==> src/sv/apj_pkg.sv <==
// Shared constants, stage map, register codes and word types of the projector.
// No dependencies; used by every module of the block.
`timescale 1ns / 1ps

package apj_pkg;

  localparam int SAMPLE_BITS    = 16;
  localparam int COEF_FRAC_BITS = 16;
  localparam int AGE_BITS       = 20;
  localparam int CHAN_BITS      = 6;
  localparam int COEF_BITS      = 32;
  localparam int ROW_BITS       = 48;
  localparam int PIX_BITS       = 13;
  localparam int WT_BITS        = 9;
  localparam int SIZE_BITS      = 14;
  localparam int FRAME_CAP      = 8192;

  // product and sum widths of one row
  localparam int PS_BITS  = COEF_BITS + SAMPLE_BITS;
  localparam int PC_BITS  = COEF_BITS + CHAN_BITS + 1;
  localparam int PA_BITS  = COEF_BITS + AGE_BITS + 1;
  localparam int SUM_BITS = PA_BITS + 2;

  // viewport division widths
  localparam int VW_BITS  = ROW_BITS + 1;
  localparam int D_BITS   = ROW_BITS + 1;
  localparam int SZM_BITS = SIZE_BITS + 1;
  localparam int NUM_BITS = VW_BITS + SZM_BITS;
  localparam int REM_BITS = D_BITS + PIX_BITS;

  // weight division widths
  localparam int WQ_BITS  = 8;
  localparam int WD_BITS  = COEF_FRAC_BITS + 9;
  localparam int WR_BITS  = WD_BITS + WQ_BITS;

  // pipeline stage map
  localparam int ST_PROD  = 0;
  localparam int ST_ROW   = 1;
  localparam int ST_PREP  = 2;
  localparam int ST_MUL   = 3;
  localparam int ST_MAG   = 4;
  localparam int ST_DIV0  = 5;
  localparam int ST_DIVN  = ST_DIV0 + PIX_BITS - 1;
  localparam int ST_WDIVN = ST_DIV0 + WQ_BITS - 1;
  localparam int ST_OUT   = ST_DIVN + 1;
  localparam int NSTAGE   = ST_OUT + 1;

  // configuration port
  localparam int CFG_ADDR_BITS = 6;
  localparam int CFG_DATA_BITS = 64;
  localparam int REG_IDX_BITS  = 3;

  localparam logic [REG_IDX_BITS-1:0] REG_COEF_X_SC   = 3'd0;
  localparam logic [REG_IDX_BITS-1:0] REG_COEF_X_AO   = 3'd1;
  localparam logic [REG_IDX_BITS-1:0] REG_COEF_Y_SC   = 3'd2;
  localparam logic [REG_IDX_BITS-1:0] REG_COEF_Y_AO   = 3'd3;
  localparam logic [REG_IDX_BITS-1:0] REG_COEF_W_SC   = 3'd4;
  localparam logic [REG_IDX_BITS-1:0] REG_COEF_W_AO   = 3'd5;
  localparam logic [REG_IDX_BITS-1:0] REG_FRAME_WIDTH = 3'd6;
  localparam logic [REG_IDX_BITS-1:0] REG_FRAME_HEIGHT = 3'd7;

  localparam logic [SIZE_BITS-1:0] WIDTH_RESET  = 14'd1280;
  localparam logic [SIZE_BITS-1:0] HEIGHT_RESET = 14'd720;

  typedef struct packed {
    logic signed [SAMPLE_BITS-1:0] sample_value;
    logic [CHAN_BITS-1:0]          channel_index;
    logic [AGE_BITS-1:0]           age_index;
  } in_t;

  typedef struct packed {
    logic [PIX_BITS-1:0]  pixel_x;
    logic [PIX_BITS-1:0]  pixel_y;
    logic [WT_BITS-1:0]   depth_weight;
    logic                 visible;
    logic [CHAN_BITS-1:0] channel_out;
  } out_t;

  typedef struct packed {
    logic [PIX_BITS-1:0] quo;
    logic                neg;
    logic                big;
  } axis_res_t;

endpackage

==> src/sv/apj_row.sv <==
// One projection row: three products, then floor shift, sum and saturation.
// Depends on apj_pkg; pipeline enables come from the top level.
`timescale 1ns / 1ps

module apj_row (
  input  logic                                      clk,
  input  logic [apj_pkg::NSTAGE-1:0]                en,
  input  logic [2*apj_pkg::COEF_BITS-1:0]           coef_sc,
  input  logic [2*apj_pkg::COEF_BITS-1:0]           coef_ao,
  input  logic signed [apj_pkg::SAMPLE_BITS-1:0]    sample,
  input  logic [apj_pkg::CHAN_BITS-1:0]             chan,
  input  logic [apj_pkg::AGE_BITS-1:0]              age,
  output logic signed [apj_pkg::ROW_BITS-1:0]       row
);

  localparam int CB = apj_pkg::COEF_BITS;
  localparam int SB = apj_pkg::SUM_BITS;
  localparam logic signed [SB-1:0] SAT_HI = (SB'(1) <<< (apj_pkg::ROW_BITS - 1)) - SB'(1);
  localparam logic signed [SB-1:0] SAT_LO = -SAT_HI - SB'(1);

  logic signed [CB-1:0] ks, kc, ka, ko;
  logic signed [apj_pkg::PS_BITS-1:0] ps;
  logic signed [apj_pkg::PC_BITS-1:0] pc;
  logic signed [apj_pkg::PA_BITS-1:0] pa;
  logic signed [SB-1:0] sum;

  assign ks = coef_sc[CB-1:0];
  assign kc = coef_sc[2*CB-1:CB];
  assign ka = coef_ao[CB-1:0];
  assign ko = coef_ao[2*CB-1:CB];

  always_ff @(posedge clk) begin
    if (en[apj_pkg::ST_PROD]) begin
      ps <= ks * sample;
      pc <= kc * $signed({1'b0, chan});
      pa <= ka * $signed({1'b0, age});
    end
  end

  // floor shift keeps the coefficient fraction
  assign sum = SB'(ps >>> (apj_pkg::SAMPLE_BITS - 1)) + SB'(pc) + SB'(pa) + SB'(ko);

  always_ff @(posedge clk) begin
    if (en[apj_pkg::ST_ROW]) begin
      if (sum > SAT_HI) begin
        row <= apj_pkg::ROW_BITS'(SAT_HI);
      end else if (sum < SAT_LO) begin
        row <= apj_pkg::ROW_BITS'(SAT_LO);
      end else begin
        row <= apj_pkg::ROW_BITS'(sum);
      end
    end
  end

endmodule

==> config.mk <==
export PLATFORM = sky130hd
export DESIGN_NAME = apj_row
export DESIGN_NICKNAME = d
export VERILOG_FILES = /design/src/sv/apj_pkg.sv /design/src/sv/apj_row.sv
export SDC_FILE = /design/constraint.sdc
export NUM_CORES = 2
export LEC_CHECK = 0
export ABC_AREA = 1
export BUFFER_PORTS_ARGS = -buffer_cell sky130_fd_sc_hd__buf_2
export CORE_MARGIN = 2
export CORE_UTILIZATION = 70
export CTS_BUF_LIST = sky130_fd_sc_hd__clkbuf_8 sky130_fd_sc_hd__clkbuf_16
export DETAILED_ROUTE_END_ITERATION = 16
export PLACE_DENSITY_LB_ADDON = 0.08
export SYNTH_ARGS = -nofsm -noshare
export SYNTH_HDL_FRONTEND = slang
export SYNTH_SLANG_ARGS = --single-unit
==> constraint.sdc <==
create_clock -name clk -period 19.7 [get_ports clk]
set_input_delay 3.94 -clock clk [delete_from_list [all_inputs] [get_ports clk]]
set_output_delay 3.94 -clock clk [all_outputs]
set_load 0.005 [all_outputs]
After elaboration in Yosys (flattened, before gate mapping)
Cells that the tools add are included.

Order comparisons: 2. Mux-type cells: 1. Add/sub/neg operators: 3. $mul: 3.

Operator list (number): adder 54 x 32 -> 55 bit (1); greater-than comparator 55 x 48 -> 1 bit, second input constant (1); < comparator 55 x 48 -> 1 bit, second input constant (1); adder 40 x 53 -> 54 bit (1); multiplier 32 x 21 -> 53 bit (1); multiplier 32 x 16 -> 48 bit (1); 2-to-1 mux 48 bit (1); adder 33 x 39 -> 40 bit (1); multiplier 32 x 7 -> 39 bit (1).

Register bits after elaboration: 188. Word-level logic and storage cells: 13. Input port bits: 190.

Longest topological paths before layout
Depth in word-level cells: 5. Mapped depth: 29.

Worst setup path before layout
No wires, ideal clock.

Path kind: input port to flip-flop. From: input port coef_ao[31] (netlist name). To: register pa[50] (netlist name) (data pin). Setup slack: 9959 ps. Arrival time: 9480 ps. Path buffers: 1. Setup time: 261 ps. Data required time: 19439 ps. Cell stages on the path: 20. Path through: clkbuf_1 -> nand2_1 -> fa_1 -> fa_1 -> inv_1 -> fa_1 -> inv_1 -> fa_1 -> inv_1 -> fa_1 -> inv_1 -> fa_1 -> inv_1 -> fa_1 -> ha_1 -> nand2_1 -> nor4_1 -> nand3_1 -> nand3_1 -> xor2_1.

Word-level cells in the longest chain between the ends: 1.

Ends and longest elaborated chain: from (decl) (line apj_row.sv:9) `input logic [2*apj_pkg::COEF_BITS-1:0] coef_ao,`; multiplier 32 x 21 -> 53 bit (line apj_row.sv:36) `pa <= ka * $signed({1'b0, age});`; to (signal assigned) (line apj_row.sv:36); to (decl) (line apj_row.sv:24) `logic signed [apj_pkg::PA_BITS-1:0] pa;`.

Every way passes these cells. A chain may end at the register's enable or synchronous reset.

Final worst setup path
From: input port age[12] (netlist name). To: register pa[38] (netlist name) (data pin).

Word-level cells in the longest chain between the ends: 1.

Ends and longest elaborated chain: from (decl) (line apj_row.sv:12) `input logic [apj_pkg::AGE_BITS-1:0] age,`; multiplier 32 x 21 -> 53 bit (line apj_row.sv:36).

Every way passes these cells.

==> impl_metrics.csv <==
group,metric,value,unit
placement,io_buffers,220,
sta,maxSlewViolCount,0,
setup_path,critPathLaunchType,"primary input",
setup_path,endpoint_kind,"flop",
clock_network,clk_pin_slew,0.07,ns
yosys,ys_types,46,
clock_network,cts-htree-levels,4,
placement,dpl-instance-area,0.0629,mm²
yosys,ys_warn_count,0,
yosys,synth_top_area_share,0.439,
yosys,syn_nets,9738,
setup_path,path_max_fanout,32,
detailed_routing,first_pass_iters,6,
flow_run,maxCapViolations,0,
setup_path,crit_buf_inv,6,
setup_path,crit_path_frequent_cell,"fa_1",
placement,finalWeightedCongestion,0.974,
setup_path,crit_chain,"buf_2 -> nand2_1 -> fa_1 -> inv_1 -> fa_1 -> inv_1 -> fa_1 -> inv_1 -> fa_1 -> fa_1 -> fa_1 -> inv_1 -> fa_1 -> inv_1 -> ha_1 -> nand2_1 -> nor2_1 -> nand2_1 -> nor4_1 -> nand2_1 -> nand3_1 -> a21oi_1 -> o21ai_0 -> xor2_1",
yosys,synth_enable_flop_cells,173,
clock_network,clock_path_buffers,2,
sta,period_minus_slack,10.77,ns
worst_hold_path,hold_path_class,"reg2reg",
sta,holdWs,0.700,ns
clock_network,postCtsHoldBufs,0,
finish,fill_cells,6790,
global_routing,grt_max_degree,65,
sta,slew_headroom,0.237,
finish,layout.nets,9735,
sta,hold_viol,0,
placement,hpwl,133,mm
placement,dp.cells,8960,
die,die-area,0.0899,mm²
sta,timing.setup.tns,0,ns
die,fp.dieH,300,µm
yosys,synth_area_leader_cell,"fa_1",
sta,skew,0.0135,ns
global_routing,antenna_found_initial,9,
detailed_routing,drt_iter0_drc,4875,
finish,syn_to_final_growth,3.60,%
detailed_routing,wl_per_cell,17.5,µm
yosys,ys.flop_type,"edfxtp_1",
sta,fmax,92.9,MHz
clock_network,cts_resized,0,
finish,drive_gt1_frac,0.0421,
detailed_routing,drc,0,
die,io_pins,238,
global_routing,grt_pass1_vias,50200,
yosys,synth_area_per_cell,7.83,µm²
setup_path,slowest_delay,0.66,ns
sta,period_share,0.546,
die,die_x,300,µm
yosys,async_reset_ff_frac,0,
yosys,synth_area_leaders,"fa_1 (44%), inv_1 (15%), nand2_1 (12%)",
detailed_routing,num_vias,48800,
clock_network,cts_sinks,173,
die,row_count,108,
setup_path,critical-path-top-delay-family,"adder cells",
clock_network,cts_tree,"done",
setup_path,cpMaxStageDelayCell,"buf_2",
setup_path,crit_arrival,10.95,ns
detailed_routing,drt_wl_total,157,mm
detailed_routing,ant_nets,0,
finish,final_area,0.0635,mm²
outcome,outcome,"completed",
setup_path,worstSetupPathType,"in2reg",
yosys,ys_seq_area_frac,0.0848,
sta,setup_viol,0,
yosys,syn_inst,7827,
global_routing,grt_usage,0.367,
die,core_area,0.0868,mm²
clock_network,clockRootBuffer,"clkbuf_16",
sta,rsz0062_at_grt,"false",
setup_path,required,19.88,ns
yosys,netlist_area,0.0613,mm²
clock_network,cts_buffers,17,
detailed_routing,viasPerCell,5.42,
die,start_util,0.707,
sta,worst_pin_slew,1.14,ns
yosys,ys_seq_elements,173,
global_routing,grt_pass1_wl,259,mm
clock_network,post_cts_buffers,0,
finish,final_cells,9000,
clock_network,insertion_delay,0.46,ns
global_routing,grt.overflow.total,0,
## Yosys cell counts (3+ instances only)
| library cell | instances |
|---|---|
| a211oi_1 | 3 |
| a21boi_0 | 6 |
| a21o_1 | 16 |
| a21oi_1 | 235 |
| a31oi_1 | 39 |
| and3_1 | 5 |
| buf_4 | 4 |
| clkbuf_1 | 241 |
| edfxtp_1 | 173 |
| fa_1 | 1343 |
| ha_1 | 378 |
| inv_1 | 2504 |
| inv_2 | 10 |
| nand2_1 | 2012 |
| nand2_2 | 28 |
| nand3_1 | 86 |
| nand3_2 | 6 |
| nand4_1 | 20 |
| nor2_1 | 309 |
| nor2_2 | 9 |
| nor3_1 | 24 |
| nor4_1 | 13 |
| o211ai_1 | 4 |
| o21a_1 | 17 |
| o21ai_0 | 109 |
| o21bai_1 | 13 |
| o221ai_1 | 6 |
| or2_2 | 11 |
| xnor2_1 | 72 |
| xor2_1 | 107 |
## path summary, 6_finish.rpt
check	startpoint	end	slack, ns	cells past startpoint
max	age[12]	pa[38]$_DFFE_PP_	8.93	24
min	pa[0]$_DFFE_PP_	row[0]$_SDFFCE_PN1P_	0.70	3
max reg2reg	ps[47]$_DFFE_PP_	row[24]$_SDFFCE_PN1P_	13.95	19
min reg2reg	pa[0]$_DFFE_PP_	row[0]$_SDFFCE_PN1P_	0.70	3
## flip-flops by register name, summed over array words and instances, names as in the netlist
name and flops:
row 48, pa 53, pc 39, ps 33
## metal layers
metal / part of all wire / routed length, µm / GRT usage
met3: 0.11 / 17100 / 0.0669
met2: 0.44 / 69900 / 0.554
met5: 0.000083 / 13 / 0
met1: 0.42 / 66700 / 0.558
met4: 0.024 / 3730 / 0.0857
## worst reg2reg max path, stage by stage, from the launching register on
cell	delay [ns]
edfxtp_1	0.58
fa_1	1.16
fa_1	0.56
ha_1	0.44
nand2_1	0.12
inv_2	0.09
nand2_1	0.10
nor3_1	0.34
nand2_1	0.15
nor2_1	0.11
nand2_1	0.08
nand3_2	0.07
nand2_2	0.06
nand2_4	0.12
nand2_1	0.07
nor2_1	0.10
nand2_1	0.06
nand2_2	0.80
nand2_1	0.42
nand2_1	0.18
## layout by cell type, fill, tap and decap left out, drive strengths merged, types with 93 or more instances in the layout
master	instances
nand3	93
nor2	319
nand2	2041
edfxtp	173
buf	229
xor2	107
inv	2522
ha	378
a21oi	235
o21ai	112
fa	1343
## cells by family (layout without fill, tap and decap cells)
kind of cell,after synthesis,in the layout,synth area share
XOR/XNOR,179,179,0.0256
other,0,8,0
AND/OR/NAND/NOR,2532,2532,0.162
buffers and inverters,2766,2776,0.170
flip-flops,173,173,0.0848
AO/OA/AOI/OAI,456,456,0.0412
adder cells (fa/ha/maj),1721,1721,0.516
## per-stage QoR
| step | util | setup slack (ns) |
|---|---|---|
| after floorplan | - | 9.96 |
| after global placement | 0.725 | 8.66 |
| after detailed placement | 0.725 | 8.68 |
| after CTS | 0.732 | 9.13 |
| after global routing | 0.732 | 8.67 |
| final | 0.732 | 8.93 |
## area by class of cell
class	count	area [µm²]	area share
clock buffer	17	425	0.00670
multi-input combinational	4888	45700	0.719
antenna	8	20.0	0.000315
inverter	2515	9440	0.149
sequential	173	5190	0.0818
tap	1155	1450	0.0228
clock inverter	15	155	0.00244
timing repair buffer	229	1170	0.0184
Power is not shown: default switching activity piles up to over one toggle a cycle in this logic, so the estimate is an artifact.
