==> src/sv/apj_pkg.sv <==
// Shared constants, stage map, register codes and word types of the projector.
// No dependencies; used by every module of the block.
`timescale 1ns / 1ps

package apj_pkg;

  localparam int SAMPLE_BITS    = 16;
  localparam int COEF_FRAC_BITS = 16;
  localparam int AGE_BITS       = 20;
  localparam int CHAN_BITS      = 6;
  localparam int COEF_BITS      = 32;
  localparam int ROW_BITS       = 48;
  localparam int PIX_BITS       = 13;
  localparam int WT_BITS        = 9;
  localparam int SIZE_BITS      = 14;
  localparam int FRAME_CAP      = 8192;

  // product and sum widths of one row
  localparam int PS_BITS  = COEF_BITS + SAMPLE_BITS;
  localparam int PC_BITS  = COEF_BITS + CHAN_BITS + 1;
  localparam int PA_BITS  = COEF_BITS + AGE_BITS + 1;
  localparam int SUM_BITS = PA_BITS + 2;

  // viewport division widths
  localparam int VW_BITS  = ROW_BITS + 1;
  localparam int D_BITS   = ROW_BITS + 1;
  localparam int SZM_BITS = SIZE_BITS + 1;
  localparam int NUM_BITS = VW_BITS + SZM_BITS;
  localparam int REM_BITS = D_BITS + PIX_BITS;

  // weight division widths
  localparam int WQ_BITS  = 8;
  localparam int WD_BITS  = COEF_FRAC_BITS + 9;
  localparam int WR_BITS  = WD_BITS + WQ_BITS;

  // pipeline stage map
  localparam int ST_PROD  = 0;
  localparam int ST_ROW   = 1;
  localparam int ST_PREP  = 2;
  localparam int ST_MUL   = 3;
  localparam int ST_MAG   = 4;
  localparam int ST_DIV0  = 5;
  localparam int ST_DIVN  = ST_DIV0 + PIX_BITS - 1;
  localparam int ST_WDIVN = ST_DIV0 + WQ_BITS - 1;
  localparam int ST_OUT   = ST_DIVN + 1;
  localparam int NSTAGE   = ST_OUT + 1;

  // configuration port
  localparam int CFG_ADDR_BITS = 6;
  localparam int CFG_DATA_BITS = 64;
  localparam int REG_IDX_BITS  = 3;

  localparam logic [REG_IDX_BITS-1:0] REG_COEF_X_SC   = 3'd0;
  localparam logic [REG_IDX_BITS-1:0] REG_COEF_X_AO   = 3'd1;
  localparam logic [REG_IDX_BITS-1:0] REG_COEF_Y_SC   = 3'd2;
  localparam logic [REG_IDX_BITS-1:0] REG_COEF_Y_AO   = 3'd3;
  localparam logic [REG_IDX_BITS-1:0] REG_COEF_W_SC   = 3'd4;
  localparam logic [REG_IDX_BITS-1:0] REG_COEF_W_AO   = 3'd5;
  localparam logic [REG_IDX_BITS-1:0] REG_FRAME_WIDTH = 3'd6;
  localparam logic [REG_IDX_BITS-1:0] REG_FRAME_HEIGHT = 3'd7;

  localparam logic [SIZE_BITS-1:0] WIDTH_RESET  = 14'd1280;
  localparam logic [SIZE_BITS-1:0] HEIGHT_RESET = 14'd720;

  typedef struct packed {
    logic signed [SAMPLE_BITS-1:0] sample_value;
    logic [CHAN_BITS-1:0]          channel_index;
    logic [AGE_BITS-1:0]           age_index;
  } in_t;

  typedef struct packed {
    logic [PIX_BITS-1:0]  pixel_x;
    logic [PIX_BITS-1:0]  pixel_y;
    logic [WT_BITS-1:0]   depth_weight;
    logic                 visible;
    logic [CHAN_BITS-1:0] channel_out;
  } out_t;

  typedef struct packed {
    logic [PIX_BITS-1:0] quo;
    logic                neg;
    logic                big;
  } axis_res_t;

endpackage

==> src/sv/apj_axis.sv <==
// Viewport mapping of one axis: (size-1)*(v+w) divided by 2w, one quotient bit a stage.
// Depends on apj_pkg; pipeline enables come from the top level.
`timescale 1ns / 1ps

module apj_axis (
  input  logic                                clk,
  input  logic [apj_pkg::NSTAGE-1:0]          en,
  input  logic signed [apj_pkg::ROW_BITS-1:0] v,
  input  logic signed [apj_pkg::ROW_BITS-1:0] w,
  input  logic [apj_pkg::SIZE_BITS-1:0]       size_reg,
  output apj_pkg::axis_res_t                  res
);

  localparam int PB = apj_pkg::PIX_BITS;
  localparam int RB = apj_pkg::REM_BITS;
  localparam int NB = apj_pkg::NUM_BITS;

  logic [apj_pkg::SIZE_BITS-1:0]       sz;
  logic signed [apj_pkg::SZM_BITS-1:0] szm1;
  logic signed [apj_pkg::VW_BITS-1:0]  wext, wabs;

  logic signed [apj_pkg::VW_BITS-1:0]  vw2;
  logic [apj_pkg::D_BITS-1:0]          d2, d3;
  logic                                wneg2, wneg3;
  logic signed [NB-1:0]                num3;
  logic [NB-1:0]                       nmag;

  logic [RB-1:0]                rem_p [0:PB];
  logic [PB-1:0]                q_p   [0:PB];
  logic [apj_pkg::D_BITS-1:0]   d_p   [0:PB];
  logic                         neg_p [0:PB];
  logic                         big_p [0:PB];

  assign sz   = (size_reg > apj_pkg::SIZE_BITS'(apj_pkg::FRAME_CAP)) ?
                apj_pkg::SIZE_BITS'(apj_pkg::FRAME_CAP) : size_reg;
  assign szm1 = $signed({1'b0, sz}) - apj_pkg::SZM_BITS'(1);
  assign wext = apj_pkg::VW_BITS'(w);
  assign wabs = w[apj_pkg::ROW_BITS-1] ? -wext : wext;

  always_ff @(posedge clk) begin
    if (en[apj_pkg::ST_PREP]) begin
      vw2   <= apj_pkg::VW_BITS'(v) + wext;
      d2    <= {wabs[apj_pkg::ROW_BITS-1:0], 1'b0};
      wneg2 <= w[apj_pkg::ROW_BITS-1];
    end
  end

  always_ff @(posedge clk) begin
    if (en[apj_pkg::ST_MUL]) begin
      num3  <= NB'(szm1) * NB'(vw2);
      d3    <= d2;
      wneg3 <= wneg2;
    end
  end

  assign nmag = num3[NB-1] ? NB'(-num3) : NB'(num3);

  always_ff @(posedge clk) begin
    if (en[apj_pkg::ST_MAG]) begin
      rem_p[0] <= nmag[RB-1:0];
      q_p[0]   <= '0;
      d_p[0]   <= d3;
      neg_p[0] <= num3[NB-1] ^ wneg3;
      // quotient of 2^PIX_BITS or more is always off the picture
      big_p[0] <= nmag >= (NB'(d3) << PB);
    end
  end

  for (genvar j = 0; j < PB; j++) begin : g_step
    logic [RB-1:0] trial;
    logic          ge;
    assign trial = RB'(d_p[j]) << (PB - 1 - j);
    assign ge    = rem_p[j] >= trial;
    always_ff @(posedge clk) begin
      if (en[apj_pkg::ST_DIV0 + j]) begin
        rem_p[j+1] <= ge ? rem_p[j] - trial : rem_p[j];
        q_p[j+1]   <= {q_p[j][PB-2:0], ge};
        d_p[j+1]   <= d_p[j];
        neg_p[j+1] <= neg_p[j];
        big_p[j+1] <= big_p[j];
      end
    end
  end

  assign res = '{quo: q_p[PB], neg: neg_p[PB], big: big_p[PB]};

endmodule

==> config.mk <==
export PLATFORM = sky130hd
export DESIGN_NAME = apj_axis
export DESIGN_NICKNAME = d
export VERILOG_FILES = /design/src/sv/apj_pkg.sv /design/src/sv/apj_axis.sv
export SDC_FILE = /design/constraint.sdc
export NUM_CORES = 2
export LEC_CHECK = 0
export BUFFER_PORTS_ARGS = -buffer_cell sky130_fd_sc_hd__buf_2
export CORE_ASPECT_RATIO = 1.2
export CORE_MARGIN = 2
export CORE_UTILIZATION = 23
export CTS_BUF_LIST = sky130_fd_sc_hd__clkbuf_16
export CTS_CLUSTER_DIAMETER = 200
export DETAILED_ROUTE_END_ITERATION = 12
export SYNTH_ARGS = -nofsm -noshare
export SYNTH_HDL_FRONTEND = slang
export SYNTH_SLANG_ARGS = --single-unit
==> constraint.sdc <==
create_clock -name clk -period 15.4 [get_ports clk]
set_clock_uncertainty 0.05 [all_clocks]
set_input_delay 3.08 -clock clk [delete_from_list [all_inputs] [get_ports clk]]
set_output_delay 3.08 -clock clk [all_outputs]
set_load 0.01 [all_outputs]
=== After elaboration in Yosys (flattened, before gate mapping) ===
Memory sizes are Yosys's and may differ from the RTL's.
Cells that the tools add are included.

* Output and inout port bits: 15
* Memories kept: 5
* Register bits: 211
* Bits of input ports: 130
* RAM bits: 1,764
* Logic and storage cells: 90

* Add/sub/neg operators: 17
* Order comparisons: 15
* Multiply operators: 1
* Multiplexer cells: 44
* Bitwise operators: 1

{| class="wikitable"
|+ Memories
! memory !! depth !! bits a word !! rd ports !! clocked after Yosys merged registers in !! wr ports !! RTL line !! source
|-
| rem_p || 14 || 62 || 13 || 0 || 14 || apj_axis.sv:28 || <nowiki>logic [RB-1:0] rem_p [0:PB];</nowiki>
|-
| d_p || 14 || 49 || 13 || 0 || 14 || apj_axis.sv:30 || <nowiki>logic [apj_pkg::D_BITS-1:0] d_p [0:PB];</nowiki>
|-
| q_p || 14 || 13 || 14 || 0 || 14 || apj_axis.sv:29 || <nowiki>logic [PB-1:0] q_p [0:PB];</nowiki>
|-
| big_p || 14 || 1 || 14 || 0 || 14 || apj_axis.sv:32 || <nowiki>logic big_p [0:PB];</nowiki>
|-
| neg_p || 14 || 1 || 14 || 0 || 14 || apj_axis.sv:31 || <nowiki>logic neg_p [0:PB];</nowiki>
|}

{| class="wikitable"
|+ Operator list
! operator !! number
|-
| $mux 62 || 13
|-
| $ge 64x62->1 || 1
|-
| $mul 15x49->64 || 1
|-
| $mux 64 || 1
|-
| $neg 64->64 || 1
|-
| $ge 62x49->1 || 1
|-
| $ge 62x50->1 || 1
|-
| $ge 62x51->1 || 1
|-
| $ge 62x52->1 || 1
|-
| $ge 62x53->1 || 1
|-
| $ge 62x54->1 || 1
|-
| $ge 62x55->1 || 1
|-
| $ge 62x56->1 || 1
|-
| $ge 62x57->1 || 1
|-
| $ge 62x58->1 || 1
|-
| $ge 62x59->1 || 1
|-
| $ge 62x60->1 || 1
|-
| $ge 62x61->1 || 1
|-
| $sub 62x49->62 || 1
|-
| $sub 62x50->62 || 1
|-
| $sub 62x51->62 || 1
|-
| $sub 62x52->62 || 1
|-
| $sub 62x53->62 || 1
|-
| $sub 62x54->62 || 1
|-
| 15 further kinds || 42
|}

=== Logic depth before layout (Yosys ltp) ===
* Depth after elaboration: 4
* Depth in mapped cells: 35
* Gate-level depth less buffers: 33

=== Worst setup path after synthesis ===
No wires, ideal clock.

* Path type: input port to flip-flop
* Start point: input size_reg[4] (netlist name)
* End point: register num3[63] (data pin)
* Required time: 15.082 ns
* Buffers on the path: 2
* Path slack: 3.691 ns
* Arrival time: 11.392 ns
* Stages: 33
* Setup time: 0.268 ns
* Path through: nor4_1 nand2b_1 nor4_1 and3b_1 nand2b_1 o21ai_1 a21oi_1 a21oi_1 clkbuf_1 nand2_1 fa_1 inv_1 fa_1 fa_1 fa_1 fa_1 inv_1 fa_1 inv_1 ha_1 clkbuf_1 a21o_1 a221o_1 nand3_1 o21ai_0 a31oi_1 nand2b_1 and4_1 a2111oi_0 o31a_1 nor4_1 o41ai_1 xnor2_1

* Longest elaborated chain between the ends: 4

{| class="wikitable"
|+ Ends and longest elaborated chain
! element !! RTL line !! source
|-
| from (decl) || apj_axis.sv:10 || <nowiki>input logic [apj_pkg::SIZE_BITS-1:0] size_reg,</nowiki>
|-
| $gt 14x14->1 || apj_axis.sv:34 || <nowiki>assign sz = (size_reg > apj_pkg::SIZE_BITS'(apj_pkg::FRAME_CAP)) ?</nowiki>
|-
| $mux 14 * || apj_axis.sv:34 ||
|-
| $sub 14x1->15 * || apj_axis.sv:36 || <nowiki>assign szm1 = $signed({1'b0, sz}) - apj_pkg::SZM_BITS'(1);</nowiki>
|-
| $mul 15x49->64 * || apj_axis.sv:50 || <nowiki>num3 <= NB'(szm1) * NB'(vw2);</nowiki>
|-
| to (signal assigned) || apj_axis.sv:50 ||
|-
| to (decl) || apj_axis.sv:25 || <nowiki>logic signed [NB-1:0] num3;</nowiki>
|}

Mark *: on every way between the ends. The rest lies on a longest branch, timed or not.
A chain may end at the register's enable or synchronous reset.

=== Final worst setup path ===
Same ends and word-level chain as after synthesis.

==> flow_metrics.tcl <==
set metrics [dict create \
    outcome "completed" \
    r2r_end "num3[63]" \
    synth_ff_type "edfxtp_1" \
    initial_core_util 0.230 \
    track_usage 0.102 \
    grt_pass1_wl_um 454000 \
    antenna_found_initial 21 \
    drv_slew 0 \
    hold_start "big_p[0][3]" \
    crit_start "size_reg[4]" \
    timing.final.crit_share 0.851 \
    r2r_start "vw2[8]" \
    min_period_ps 13100 \
    critPathMaxFanout 17 \
    synth_top_family_by_area "adder cells" \
    h-tree-depth 4 \
    synth-xor-area-share 0.0560 \
    die_area_um2 547000 \
    die_w_um 676 \
    cts_root_buf "clkbuf_16" \
    slowest_delay_ps 850 \
    worstSetupPathDepth 34 \
    synth_compound_area_frac 0.137 \
    overflow 0 \
    path_delay_family "adder cells" \
    first_pass_iters 5 \
    core-area_um2 540000 \
    yosys.cell_types.count 88 \
    num_rows 296 \
    crit_path_end_kind "register" \
    tns_ps 0 \
    die_h_um 810 \
    synth_top_area_share 0.424 \
    clkTransAtPathRegs_ps 70 \
    tightest_slew_ps 1280 \
    final_cell_area_um2 139000 \
    port_buffers 141 \
    synth_cells 12042 \
    io_pins 145 \
    via_per_inst 4.37 \
    synth_nets 13723 \
    yosysTopAreaCell "edfxtp_1" \
    yosysWarningCount 0 \
    placed_cell_area_um2 133000 \
    yosys.area_share.adder 0.197 \
    worstPathArrival_ps 13600 \
    vias 84486 \
    cts_hold_buf 0 \
    syn_to_final_growth_pct 11.7 \
    max_freq_ghz 0.0763 \
    nets 13705 \
    syn_avg_cell_area_um2 10.3 \
    synth_edf_count 1760 \
    place_hpwl_um 221000 \
    cp.required_ps 15890 \
    setup_viol 0 \
    cts_tree "yes" \
    relSlewSlack 0.143 \
    path_common_cell "fa_1" \
    reg2regPathDepth 24 \
    hp-class "register to register" \
    drive_gt1_frac 0.0518 \
    drc 0 \
    slowest_stage "o21ai_1" \
    r2r_slack_ps 7050 \
    routabilityCongestion 0.913 \
    synth-simple-area-share 0.119 \
    min_to "big_p[0][4]" \
    async_flop_share 0 \
    ys_ff_latch 1760 \
    synth_area_um2 125000 \
    first_iter_violations 5204 \
    cts_resized 0 \
    synth.top_cells.by_area "edfxtp_1, fa_1, ha_1, inv_1, nand2_1" \
    hold_violations 0 \
    synthMuxAreaShare 0.00762 \
    routedWlPerCell_um 14.7 \
    cts.sinks 1760 \
    rsz0062_at_grt "false" \
    clock_latency_ps 870 \
    max-cap-violations 0 \
    num-fill-cells 56804 \
    path_buf_inv 6 \
    cts_setup_buffers 0 \
    cts_buffer_depth 4 \
    drt-total-wl_um 284000 \
    min_path_cells 0 \
    grt_pass1_vias 84537 \
    synth_seq_area_share 0.424 \
    postRouteAntennaNets 0 \
    start_kind "input pin" \
    cts_buffers 183 \
    crit_type "input pin to register" \
    grt_max_degree 95 \
]
[final cells by class]
cell class	count	area, µm²	share of cell area
Antenna cell	3	7.51	0.0000540
Multi-Input combinational cell	8316	64500	0.463
Timing Repair Buffer	211	1300	0.00935
Inverter	1552	5830	0.0419
Clock inverter	133	1050	0.00753
Sequential cell	1760	52900	0.380
Clock buffer	186	4650	0.0335
Tap cell	7152	8950	0.0643
[cells in the mapped netlist, types with 192 or more instances]
| master | n |
|---|---|
| fa_1 | 677 |
| a21o_1 | 446 |
| xor2_1 | 287 |
| o21ai_0 | 726 |
| nor2_1 | 610 |
| clkbuf_1 | 379 |
| nand2_1 | 1270 |
| ha_1 | 874 |
| xnor2_1 | 509 |
| a21oi_1 | 856 |
| edfxtp_1 | 1760 |
| and2_1 | 192 |
| inv_1 | 1550 |
[kinds of logic (layout without fill, tap and decap cells)]
| kind of cell | Yosys count | count (layout) |
|---|---|---|
| AOI/OAI and AO/OA | 2759 | 2759 |
| buffers and inverters | 1966 | 2082 |
| adders and majority gates | 1551 | 1551 |
| muxes | 86 | 86 |
| xor gates and xnor gates | 796 | 796 |
| other | 0 | 3 |
| and+or+nand+nor | 3124 | 3124 |
| DFF | 1760 | 1760 |
[layer usage]
| metal | vias up | wire length [µm] | global-route usage |
|---|---|---|---|
| li1 | 41890 | - | - |
| met1 | 40033 | 128000 | 0.133 |
| met2 | 2010 | 129000 | 0.168 |
| met3 | 549 | 15000 | 0.0163 |
| met4 | 4 | 12700 | 0.0400 |
| met5 | - | 27 | 0 |
[sequential cells by signal (all words and copies together), names as in the netlist]
name / count
d2: 48
num3: 64
wneg2: 1
d3: 48
neg_p: 14
wneg3: 1
q_p: 91
d_p: 624
big_p: 14
rem_p: 806
vw2: 49
[cells in the final DEF (no fill, tap or decap), drive strengths merged, types with 72 or more instances in the layout]
| master | instances |
|---|---|
| xnor2 | 509 |
| clkinv | 72 |
| a21o | 446 |
| fa | 677 |
| o21a | 91 |
| o21ai | 729 |
| nor2b | 113 |
| nor3 | 123 |
| a21oi | 856 |
| nand4 | 157 |
| nand2 | 1270 |
| xor2 | 287 |
| o31ai | 85 |
| clkbuf | 186 |
| ha | 874 |
| and2 | 193 |
| inv | 1592 |
| nor2 | 610 |
| edfxtp | 1760 |
| buf | 211 |
| a31oi | 72 |
| nand3 | 165 |
| nand2b | 175 |
| o21bai | 98 |
[how the worst max path moves through the flow]
stage	end	slack, ps
detailed placement	num3[63]	1530
CTS	num3[63]	2400
global route	num3[63]	1680
finish	num3[63]	2300
floorplan	num3[63]	3690
global placement	num3[63]	1570
[metrics by stage]
stage                     std cells  setup WS, ps  hold slack (ps)  utilization
after floorplan               12042          3690              350            -
after global placement        18991          1570              352        0.247
after detailed placement      18991          1530              355        0.247
after CTS                     19310          2400              353        0.257
after global routing          19310          1680              371        0.257
final                         19313          2300              355        0.257
Power is not shown: default switching activity piles up to over one toggle a cycle in this logic, so the estimate is an artifact.
