--- src/sv/apj_pkg.sv ---
// Shared constants, stage map, register codes and word types of the projector.
// No dependencies; used by every module of the block.
`timescale 1ns / 1ps

package apj_pkg;

  localparam int SAMPLE_BITS    = 16;
  localparam int COEF_FRAC_BITS = 16;
  localparam int AGE_BITS       = 20;
  localparam int CHAN_BITS      = 6;
  localparam int COEF_BITS      = 32;
  localparam int ROW_BITS       = 48;
  localparam int PIX_BITS       = 13;
  localparam int WT_BITS        = 9;
  localparam int SIZE_BITS      = 14;
  localparam int FRAME_CAP      = 8192;

  // product and sum widths of one row
  localparam int PS_BITS  = COEF_BITS + SAMPLE_BITS;
  localparam int PC_BITS  = COEF_BITS + CHAN_BITS + 1;
  localparam int PA_BITS  = COEF_BITS + AGE_BITS + 1;
  localparam int SUM_BITS = PA_BITS + 2;

  // viewport division widths
  localparam int VW_BITS  = ROW_BITS + 1;
  localparam int D_BITS   = ROW_BITS + 1;
  localparam int SZM_BITS = SIZE_BITS + 1;
  localparam int NUM_BITS = VW_BITS + SZM_BITS;
  localparam int REM_BITS = D_BITS + PIX_BITS;

  // weight division widths
  localparam int WQ_BITS  = 8;
  localparam int WD_BITS  = COEF_FRAC_BITS + 9;
  localparam int WR_BITS  = WD_BITS + WQ_BITS;

  // pipeline stage map
  localparam int ST_PROD  = 0;
  localparam int ST_ROW   = 1;
  localparam int ST_PREP  = 2;
  localparam int ST_MUL   = 3;
  localparam int ST_MAG   = 4;
  localparam int ST_DIV0  = 5;
  localparam int ST_DIVN  = ST_DIV0 + PIX_BITS - 1;
  localparam int ST_WDIVN = ST_DIV0 + WQ_BITS - 1;
  localparam int ST_OUT   = ST_DIVN + 1;
  localparam int NSTAGE   = ST_OUT + 1;

  // configuration port
  localparam int CFG_ADDR_BITS = 6;
  localparam int CFG_DATA_BITS = 64;
  localparam int REG_IDX_BITS  = 3;

  localparam logic [REG_IDX_BITS-1:0] REG_COEF_X_SC   = 3'd0;
  localparam logic [REG_IDX_BITS-1:0] REG_COEF_X_AO   = 3'd1;
  localparam logic [REG_IDX_BITS-1:0] REG_COEF_Y_SC   = 3'd2;
  localparam logic [REG_IDX_BITS-1:0] REG_COEF_Y_AO   = 3'd3;
  localparam logic [REG_IDX_BITS-1:0] REG_COEF_W_SC   = 3'd4;
  localparam logic [REG_IDX_BITS-1:0] REG_COEF_W_AO   = 3'd5;
  localparam logic [REG_IDX_BITS-1:0] REG_FRAME_WIDTH = 3'd6;
  localparam logic [REG_IDX_BITS-1:0] REG_FRAME_HEIGHT = 3'd7;

  localparam logic [SIZE_BITS-1:0] WIDTH_RESET  = 14'd1280;
  localparam logic [SIZE_BITS-1:0] HEIGHT_RESET = 14'd720;

  typedef struct packed {
    logic signed [SAMPLE_BITS-1:0] sample_value;
    logic [CHAN_BITS-1:0]          channel_index;
    logic [AGE_BITS-1:0]           age_index;
  } in_t;

  typedef struct packed {
    logic [PIX_BITS-1:0]  pixel_x;
    logic [PIX_BITS-1:0]  pixel_y;
    logic [WT_BITS-1:0]   depth_weight;
    logic                 visible;
    logic [CHAN_BITS-1:0] channel_out;
  } out_t;

  typedef struct packed {
    logic [PIX_BITS-1:0] quo;
    logic                neg;
    logic                big;
  } axis_res_t;

endpackage

--- src/sv/apj_weight.sv ---
// Depth weight clip(1/w, 0, 1) in Q1.8: flags, then one quotient bit a stage.
// Depends on apj_pkg; pipeline enables come from the top level.
`timescale 1ns / 1ps

module apj_weight (
  input  logic                                clk,
  input  logic [apj_pkg::NSTAGE-1:0]          en,
  input  logic signed [apj_pkg::ROW_BITS-1:0] w,
  output logic [apj_pkg::WT_BITS-1:0]         weight
);

  localparam int NW = apj_pkg::ST_DIVN - apj_pkg::ST_PREP + 1;
  localparam int RB = apj_pkg::WR_BITS;
  localparam int QB = apj_pkg::WQ_BITS;
  localparam logic signed [apj_pkg::ROW_BITS-1:0] W_ONE =
    apj_pkg::ROW_BITS'(1) <<< apj_pkg::COEF_FRAC_BITS;
  localparam logic signed [apj_pkg::ROW_BITS-1:0] W_MAX =
    apj_pkg::ROW_BITS'(1) <<< (apj_pkg::COEF_FRAC_BITS + 8);

  logic [RB-1:0]                 rem_p [0:NW-1];
  logic [QB-1:0]                 q_p   [0:NW-1];
  logic [apj_pkg::WD_BITS-1:0]   d_p   [0:NW-1];
  logic                          pos_p [0:NW-1];
  logic                          sat_p [0:NW-1];
  logic                          zro_p [0:NW-1];

  always_ff @(posedge clk) begin
    if (en[apj_pkg::ST_PREP]) begin
      rem_p[0] <= RB'(1) << (apj_pkg::COEF_FRAC_BITS + 8);
      q_p[0]   <= '0;
      d_p[0]   <= w[apj_pkg::WD_BITS-1:0];
      pos_p[0] <= (w > 0);
      sat_p[0] <= (w <= W_ONE);
      zro_p[0] <= (w > W_MAX);
    end
  end

  for (genvar k = 1; k < NW; k++) begin : g_stage
    localparam int ST = apj_pkg::ST_PREP + k;
    if (ST >= apj_pkg::ST_DIV0 && ST <= apj_pkg::ST_WDIVN) begin : g_div
      logic [RB-1:0] trial;
      logic          ge;
      assign trial = RB'(d_p[k-1]) << (apj_pkg::ST_WDIVN - ST);
      assign ge    = rem_p[k-1] >= trial;
      always_ff @(posedge clk) begin
        if (en[ST]) begin
          rem_p[k] <= ge ? rem_p[k-1] - trial : rem_p[k-1];
          q_p[k]   <= {q_p[k-1][QB-2:0], ge};
        end
      end
    end else begin : g_hold
      always_ff @(posedge clk) begin
        if (en[ST]) begin
          rem_p[k] <= rem_p[k-1];
          q_p[k]   <= q_p[k-1];
        end
      end
    end
    always_ff @(posedge clk) begin
      if (en[ST]) begin
        d_p[k]   <= d_p[k-1];
        pos_p[k] <= pos_p[k-1];
        sat_p[k] <= sat_p[k-1];
        zro_p[k] <= zro_p[k-1];
      end
    end
  end

  always_comb begin
    if (!pos_p[NW-1] || zro_p[NW-1]) begin
      weight = '0;
    end else if (sat_p[NW-1]) begin
      weight = apj_pkg::WT_BITS'(256);
    end else begin
      weight = {1'b0, q_p[NW-1]};
    end
  end

endmodule

--- config.mk ---
export PLATFORM = sky130hd
export DESIGN_NAME = apj_weight
export DESIGN_NICKNAME = d
export VERILOG_FILES = /design/src/sv/apj_pkg.sv /design/src/sv/apj_weight.sv
export SDC_FILE = /design/constraint.sdc
export NUM_CORES = 1
export LEC_CHECK = 0
export ABC_AREA = 1
export BUFFER_PORTS_ARGS = -buffer_cell sky130_fd_sc_hd__buf_2
export CORE_ASPECT_RATIO = 0.9
export CORE_UTILIZATION = 37
export CTS_CLUSTER_DIAMETER = 40
export CTS_CLUSTER_SIZE = 8
export DETAILED_ROUTE_END_ITERATION = 10
export GPL_ROUTABILITY_DRIVEN = 0
export HOLD_SLACK_MARGIN = 0.02
export PLACE_DENSITY = 0.51
export RECOVER_POWER = 25
export SYNTH_ARGS = -nofsm -noshare
export SYNTH_HDL_FRONTEND = slang
export SYNTH_SLANG_ARGS = --single-unit
--- constraint.sdc ---
create_clock -name clk -period 2.01 [get_ports clk]
set_input_delay 0.201 -clock clk [delete_from_list [all_inputs] [get_ports clk]]
set_output_delay 0.201 -clock clk [all_outputs]
set_load 0.05 [all_outputs]
# Word-level counts from Yosys, hierarchy flattened
# Memory sizes are Yosys's and may differ from the RTL's.
# Index checks and enable logic that the tools add are counted.
# W data, S select, Z words.
# word_totals
regBits	0
mem_bits_rw	1104
in_bits	68
n_memories	6
# mem_list
memory	words	width	read_ports	rd_ports_with_merged_regs	write_ports	line	rtl
rem_p	16	33	15	0	16	apj_weight.sv:20	logic [RB-1:0] rem_p [0:NW-1];
d_p	16	25	15	0	16	apj_weight.sv:22	logic [apj_pkg::WD_BITS-1:0] d_p [0:NW-1];
q_p	16	8	16	0	16	apj_weight.sv:21	logic [QB-1:0] q_p [0:NW-1];
pos_p	16	1	16	0	16	apj_weight.sv:23	logic pos_p [0:NW-1];
sat_p	16	1	16	0	16	apj_weight.sv:24	logic sat_p [0:NW-1];
zro_p	16	1	16	0	16	apj_weight.sv:25	logic zro_p [0:NW-1];
# op_classes
addsub	8
magnitude_cmp	11
n_mux	42
n_reduce_logical	2
# op_table
op	n
$mux W33	8
$gt A48 B1 Y1 const B	1
$gt A48 B26 Y1 const B	1
$le A48 B18 Y1 const B	1
$ge A33 B25 Y1	1
$ge A33 B26 Y1	1
$ge A33 B27 Y1	1
$ge A33 B28 Y1	1
$ge A33 B29 Y1	1
$ge A33 B30 Y1	1
$ge A33 B31 Y1	1
$ge A33 B32 Y1	1
$sub A33 B25 Y33	1
$sub A33 B26 Y33	1
$sub A33 B27 Y33	1
$sub A33 B28 Y33	1
$sub A33 B29 Y33	1
$sub A33 B30 Y33	1
$sub A33 B31 Y33	1
$sub A33 B32 Y33	1
$mux W1	32
$mux W9	2
$logic_not A1 Y1	1
$logic_or A1 B1 Y1	1

# Logic depth before layout (Yosys ltp)
# Gate-level depths: netlist (run 1).
# An unclocked memory read counts as a cell.
# depth
ltp_word	4
ltp_mapped	17
depth_no_buf	15

# Worst setup path after synthesis (run 1)
# No wires, ideal clock.
# synth_path
kind	register to register
start	memory d_p[8][0] in the netlist's numbering
end	memory rem_p[9][26] in the netlist's numbering (data pin)
arrival_time_ns	1.872
required_ns	1.751
path_slack_ns	-0.120
path_stages_with_launch	12
period_less_slack_ns	2.130
path_cell_list	edfxtp_1 inv_1 fa_1 nand3_1 nand3_1 nand2_1 nand2_1 nand2_1 nand3_1 a21oi_2 buf_2 a21oi_1
# synth_rtl
element	line
start, declared	apj_weight.sv:22
end, declared	apj_weight.sv:20

==> impl_metrics.json, run 1 <==
{
  "grt_pass1_vias": 30237,
  "fin_crit_sh": 1.13,
  "synth_edf_count": 577,
  "rsz0062_at_grt": "true",
  "fill_cells": 7860,
  "path_max_fanout": 6,
  "numCtsBuffers": 101,
  "path_cells": "inv_2, fa_2, nand2_2, nand3_2, nand3_2, nand2_2, nand2_2, nand2_4, nand2_4, inv_2, nor2_4, buf_6, buf_12, a21oi_4",
  "vdd_drop_max_uv": 975,
  "worst_slew_pin_slew_ns": 1.69,
  "async_flop_share": 0,
  "clock.fmax_mhz": 441,
  "yosysTopAreaCell": "edfxtp_1",
  "cts_max_level": 3,
  "drt_iter0_markers": 1682,
  "drv_cap": 4,
  "r2r_slack_ns": -0.26,
  "cts_max_path_buffers": 3,
  "routedWlPerCell_um": 15.8,
  "die_y_um": 291,
  "drive_gt1_frac": 0.412,
  "vias": 30614,
  "wl_um": 106000,
  "min_path_type": "in -> reg",
  "run_status": "finished with violations",
  "layout_common_cells": "nand2_1 (1,220), buf_4 (940), inv_1 (707), edfxtp_1 (577), nand2_2 (322)",
  "skew_ns": 0.0675,
  "max_slew_margin": -0.124,
  "critPathMostFrequentCell": "nand2_2",
  "initial_core_util": 0.375,
  "cts.sinks": 577,
  "dpl.hpwl_um": 76400,
  "antenna_found_initial": 1,
  "vias_per_cell": 4.56,
  "p_per_area_mw_per_mm2": 1070,
  "grt_overflow": 0,
  "worstSetupPathType": "reg -> reg",
  "synthToLayoutAreaGrowth_pct": 55.6,
  "ios": 77,
  "synth_top_area_frac": 0.505,
  "synthFlopType": "edfxtp_1",
  "grt_pass1_wl_um": 160000,
  "rows": 105,
  "nets": 5675,
  "diodes": 0,
  "synthCells": 4194,
  "grt_max_degree": 62,
  "final_common_cell": "nand2_1",
  "setup_slack_ns": -0.259,
  "cp.required_ns": 2.37,
  "avgSynthCellArea_um2": 8.17,
  "violations": "max-capacitance violations, max-slew violations, negative setup slack",
  "clk_pin_slew_ns": 0.05,
  "p_leak_nw": 25.6,
  "hold_viol": 0,
  "cts_root_buf": "clkbuf_16",
  "core_mm2": 0.0914,
  "dieArea_mm2": 0.0939,
  "period_needed_ns": 2.27,
  "start_kind": "register",
  "clkLatencyLatePin_ns": 0.67,
  "dr.pass1.iters": 6,
  "ys_ff_latch": 577,
  "drtAntennaViolNets": 0,
  "critical-path-slowest-cell": "edfxtp_1",
  "syn-cell-area_mm2": 0.0343,
  "setup_violations": 180,
  "crit_family": "simple AND/OR/NAND/NOR gates",
  "synth.distinct_cells": 48,
  "fin_tns_setup_ns": -27.90,
  "ys_warn_count": 0,
  "die_w_um": 323,
  "arrival_ns": 2.63,
  "cts_tree": "done",
  "portBuffers": 73,
  "grt.total_usage": 0.218,
  "remaining_drc_errors": 0,
  "ys_seq_area_frac": 0.505,
  "cp.buffers_inverters": 4,
  "drv_slew": 149,
  "max_stage_delay_ns": 0.42,
  "endpoint_kind": "register",
  "total_power_mw": 57.2,
  "netlist_top_cells_area": "edfxtp_1 (51%), nand2_1 (18%), inv_1 (9.1%)"
}
==> per-stage QoR <==
stage	hold slack (ns)	area, µm²	cells	util	setup WS, ns
floorplan	0.300	34300	4197	-	0.00542
global placement	0.389	42100	6257	0.460	-0.408
detailed placement	0.392	42100	6257	0.460	-0.420
CTS	0.0279	50200	6609	0.549	-0.226
global route	0.0809	53400	6711	0.584	-0.364
finish	0.0640	53400	6711	0.584	-0.259
==> routing by layer <==
layer	wire length [µm]	track usage
met1	44700	0.268
met4	4860	0.0936
met2	52500	0.382
met3	3790	0.0268
met5	13	0
==> where the power goes <==
part           switching, mW  internal (mW)  leakage, nW
logic                   12.8           11.6         18.5
registers               1.26           15.6         5.60
clock network           5.71           10.3         1.54
==> path summary, 6_finish.rpt <==
path                        startpoint                      to  cells past startpoint
setup / recovery   d_p[4][1]$_DFFE_PP_  rem_p[5][30]$_DFFE_PP_                     14
hold / removal                   w[25]   zro_p[0][0]$_DFFE_PP_                      4
setup reg to reg   d_p[4][1]$_DFFE_PP_  rem_p[5][30]$_DFFE_PP_                     14
hold reg to reg   q_p[12][0]$_DFFE_PP_    q_p[13][0]$_DFFE_PP_                      0
==> cell families after synthesis <==
family / after synthesis / share of synthesized area
simple gates: 2314 / 0.276
buf+inv: 872 / 0.101
flops: 577 / 0.505
fa+ha+maj: 181 / 0.0674
compound gates: 155 / 0.0258
xor+xnor: 94 / 0.0240
other cells: 1 / 0.000109
==> cells in the mapped netlist, types with 7 or more instances <==
cell,count
ha_1,175
xnor2_1,17
o21ai_0,17
xor2_1,77
nand2_1,1646
nand4_1,39
buf_4,10
inv_1,829
a21oi_1,107
or2_2,8
nand3b_1,30
nor2_1,292
nand3_1,189
nor4_1,7
nand2_2,17
edfxtp_1,577
inv_2,7
a21oi_2,19
nor3_1,36
and2_1,15
buf_6,15
==> final cells by class <==
type,count,area (µm²),area share
timing repair inverter,9,131,0.00246
clock inverter,44,594,0.0111
tap,1230,1540,0.0288
clock buffer,114,2600,0.0487
timing repair buffer,1146,9370,0.176
sequential,577,17300,0.325
inverter,841,3220,0.0603
multi-input combinational,2750,18600,0.348
==> timing repair <==
action                                  CTS  global route
hold buffers                             38             0
pin swaps                               182           233
gates cloned                             19            10
endpoints found under the hold margin   145             0
endpoints found under the setup margin  216           217
resized for setup                       702           637
setup buffers                           141            99
==> registers in the layout (all words and copies together), names as in the netlist <==
signal / count
q_p: 76
rem_p: 203
sat_p: 16
zro_p: 16
d_p: 250
pos_p: 16
==> tightest hold or removal path, delay by kind of cell <==
family | cells | cell delay, ns
buf+inv | 1 | 0.08
simple gates | 3 | 0.30
No activity file was read; power rests on OpenSTA's default activity.
==> run 2, diff against run 1 <==
==> constraint.sdc (replaced) <==
create_clock -name clk -period 2 [get_ports clk]
set_input_delay 0.2 -clock clk [delete_from_list [all_inputs] [get_ports clk]]
set_output_delay 0.2 -clock clk [all_outputs]
set_load 0.05 [all_outputs]
==> run 2 against run 1 <==
The flow still finishes with violations (max-capacitance violations, max-slew violations, negative setup slack). Clock power barely moved. Die area did not move. Via count fell by 0.41%. Maximum frequency rose by 0.59%. Combinational power fell by 4%. Critical endpoint is now rem_p[6][26]$_DFFE_PP_. Largest cell class unchanged. Largest power group unchanged. Highest routed layer is now met4.
==> impl_metrics.json, run 2 (synthesis gave the netlist of run 1 again) <==
{
  "grt_max_degree": 68,
  "p_sw_mw": 19.4,
  "dpl.hpwl_um": 77200,
  "portBuffers": 73,
  "critPathMostFrequentCell": "nand2_4",
  "largest_reg_flops": 250,
  "crit_family": "simple AND/OR/NAND/NOR gates",
  "skew_ns": 0.0754,
  "r2r_slack_ns": -0.26,
  "grt_overflow": 0,
  "setup_slack_ns": -0.255,
  "dp_slack_ns": -0.469,
  "max_slew_margin": -0.179,
  "drt_iter0_markers": 1755,
  "met2_usage": 0.382,
  "diodes": 0,
  "vdd_drop_max_uv": 706,
  "rows": 105,
  "hold_viol": 0,
  "grt.total_usage": 0.220,
  "p_per_area_mw_per_mm2": 1080,
  "grt_pass1_vias": 30289,
  "cts_tree": "done",
  "reg_top3": "d_p: 250 flops, rem_p: 203 flops, q_p: 76 flops",
  "power_frac_seq": 0.298,
  "largest-register": "d_p",
  "grt-busiest-layer": "met2",
  "fin_tns_setup_ns": -30.95,
  "cp.required_ns": 2.36,
  "ios": 77,
  "total_power_mw": 56.7,
  "drtAntennaViolNets": 0,
  "grt_util_met1": 0.275,
  "dr.pass1.iters": 7,
  "drv_cap": 5,
  "path_cells": "ha_4, buf_6, nand2_4, nor2_2, inv_1, nor2_2, inv_2, nor2_4, nand2_4, nand2_8, buf_12, inv_12, nand2_4, nand2_4",
  "clkLatencyLatePin_ns": 0.69,
  "rsz0062_at_grt": "true",
  "setup_violations": 183,
  "swShare": 0.342,
  "worstSetupPathType": "reg -> reg",
  "vias_per_cell": 4.54,
  "core_mm2": 0.0914,
  "clkPwrFrac": 0.288,
  "clk_pin_slew_ns": 0.05,
  "numCtsBuffers": 104,
  "grt_pass1_wl_um": 161000,
  "layout_common_cells": "nand2_1 (1,276), buf_4 (954), inv_1 (721), edfxtp_1 (577), nand2_2 (294)",
  "p_leak_nw": 25.5,
  "cp.buffers_inverters": 5,
  "endpoint_kind": "register",
  "period_needed_ns": 2.26,
  "routedWlPerCell_um": 15.6,
  "cts.sinks": 577,
  "critical-path-slowest-cell": "edfxtp_1",
  "path_max_fanout": 7,
  "die_w_um": 323,
  "final_common_cell": "nand2_1",
  "max_stage_delay_ns": 0.45,
  "violations": "max-capacitance violations, max-slew violations, negative setup slack",
  "dieArea_mm2": 0.0939,
  "pwr-share-comb": 0.414,
  "min_path_type": "in -> reg",
  "drv_slew": 217,
  "wl_um": 105000,
  "worst_slew_pin_slew_ns": 1.77,
  "synthToLayoutAreaGrowth_pct": 53.4,
  "drive_gt1_frac": 0.392,
  "nets": 5680,
  "cts_max_path_buffers": 3,
  "cts_root_buf": "clkbuf_16",
  "internal-power_mw": 37.3,
  "antenna_found_initial": 1,
  "remaining_drc_errors": 0,
  "run_status": "finished with violations",
  "initial_core_util": 0.375,
  "vias": 30488,
  "clock.fmax_mhz": 443,
  "use_met3": 0.0289,
  "start_kind": "register",
  "die_y_um": 291,
  "arrival_ns": 2.62,
  "cts_max_level": 3,
  "fin_crit_sh": 1.13
}
## run 2: cell count changes in the layout (fill, tap and decap cells not counted), moves of 13 or more
| cell | delta |
|---|---|
| nand2_1 | +56 |
| nand2_2 | -28 |
| nand2_4 | -25 |
| nand3_1 | +24 |
| nand3_2 | -22 |
| nor2_4 | -20 |
| nor2_1 | +16 |
| buf_4 | +14 |
| inv_1 | +14 |
| clkbuf_1 | -13 |
## run 2: worst paths after layout
kind,start,end,depth (start not counted)
worst max-delay path,rem_p[5][26]$_DFFE_PP_,rem_p[6][26]$_DFFE_PP_,14
worst min-delay path,w[45],pos_p[0]$_DFFE_PP_,5
worst max register to register,rem_p[5][26]$_DFFE_PP_,rem_p[6][26]$_DFFE_PP_,14
worst min register to register,d_p[0][3]$_DFFE_PP_,d_p[1][3]$_DFFE_PP_,0
## run 2: what timing repair did
action                                 CTS  global route
hold buffers                            38             0
pin swaps                              123           162
resized for setup                      583           538
setup endpoints to repair              216           215
endpoints found under the hold margin  146             0
setup buffers                          127           109
gates cloned                            19             7
## run 2: power by group through the flow
stage,registers (mW),logic (mW),clock network [mW]
3_3_place_gp,16.8,18.2,0
4_1_cts,16.8,21.0,16.7
5_1_grt,17.0,25.9,17.2
3_5_place_dp,16.8,18.3,0
2_1_floorplan,16.3,9.95,0
6_report,16.9,23.5,16.3
## run 2: area by class of cell
cell class | count | area, µm²
Sequential cell | 577 | 17300
Clock inverter | 52 | 631
Tap cell | 1230 | 1540
Timing Repair inverter | 7 | 104
Inverter | 841 | 3210
Timing Repair Buffer | 1150 | 9310
Multi-Input combinational cell | 2750 | 17800
Fill cell | 7995 | 38800
Clock buffer | 112 | 2630
## run 2: metrics by stage
step	utilization	cells	hold WS (ns)	instance area, µm²
global route	0.575	6719	0.105	52600
finish	0.575	6719	0.0462	52600
floorplan	-	4197	0.299	34300
CTS	0.546	6614	0.0236	49900
global placement	0.461	6269	0.388	42200
detailed placement	0.461	6269	0.394	42200
## run 2: worst reg2reg max path, stage by stage, from the launching register on
cell and delay (ns):
edfxtp_1 0.45, ha_4 0.33, buf_6 0.12, nand2_4 0.05, nor2_2 0.09, inv_1 0.07
nor2_2 0.13, inv_2 0.09, nor2_4 0.14, nand2_4 0.08, nand2_8 0.15, buf_12 0.14
inv_12 0.05, nand2_4 0.07, nand2_4 0.05
## run 2: routing by layer
layer,wire (µm),share of wire,vias to the layer above
met5,0,0,-
met4,4530,0.043,0
met3,4020,0.038,248
met2,51400,0.49,608
met1,45200,0.43,14003
li1,-,-,15629
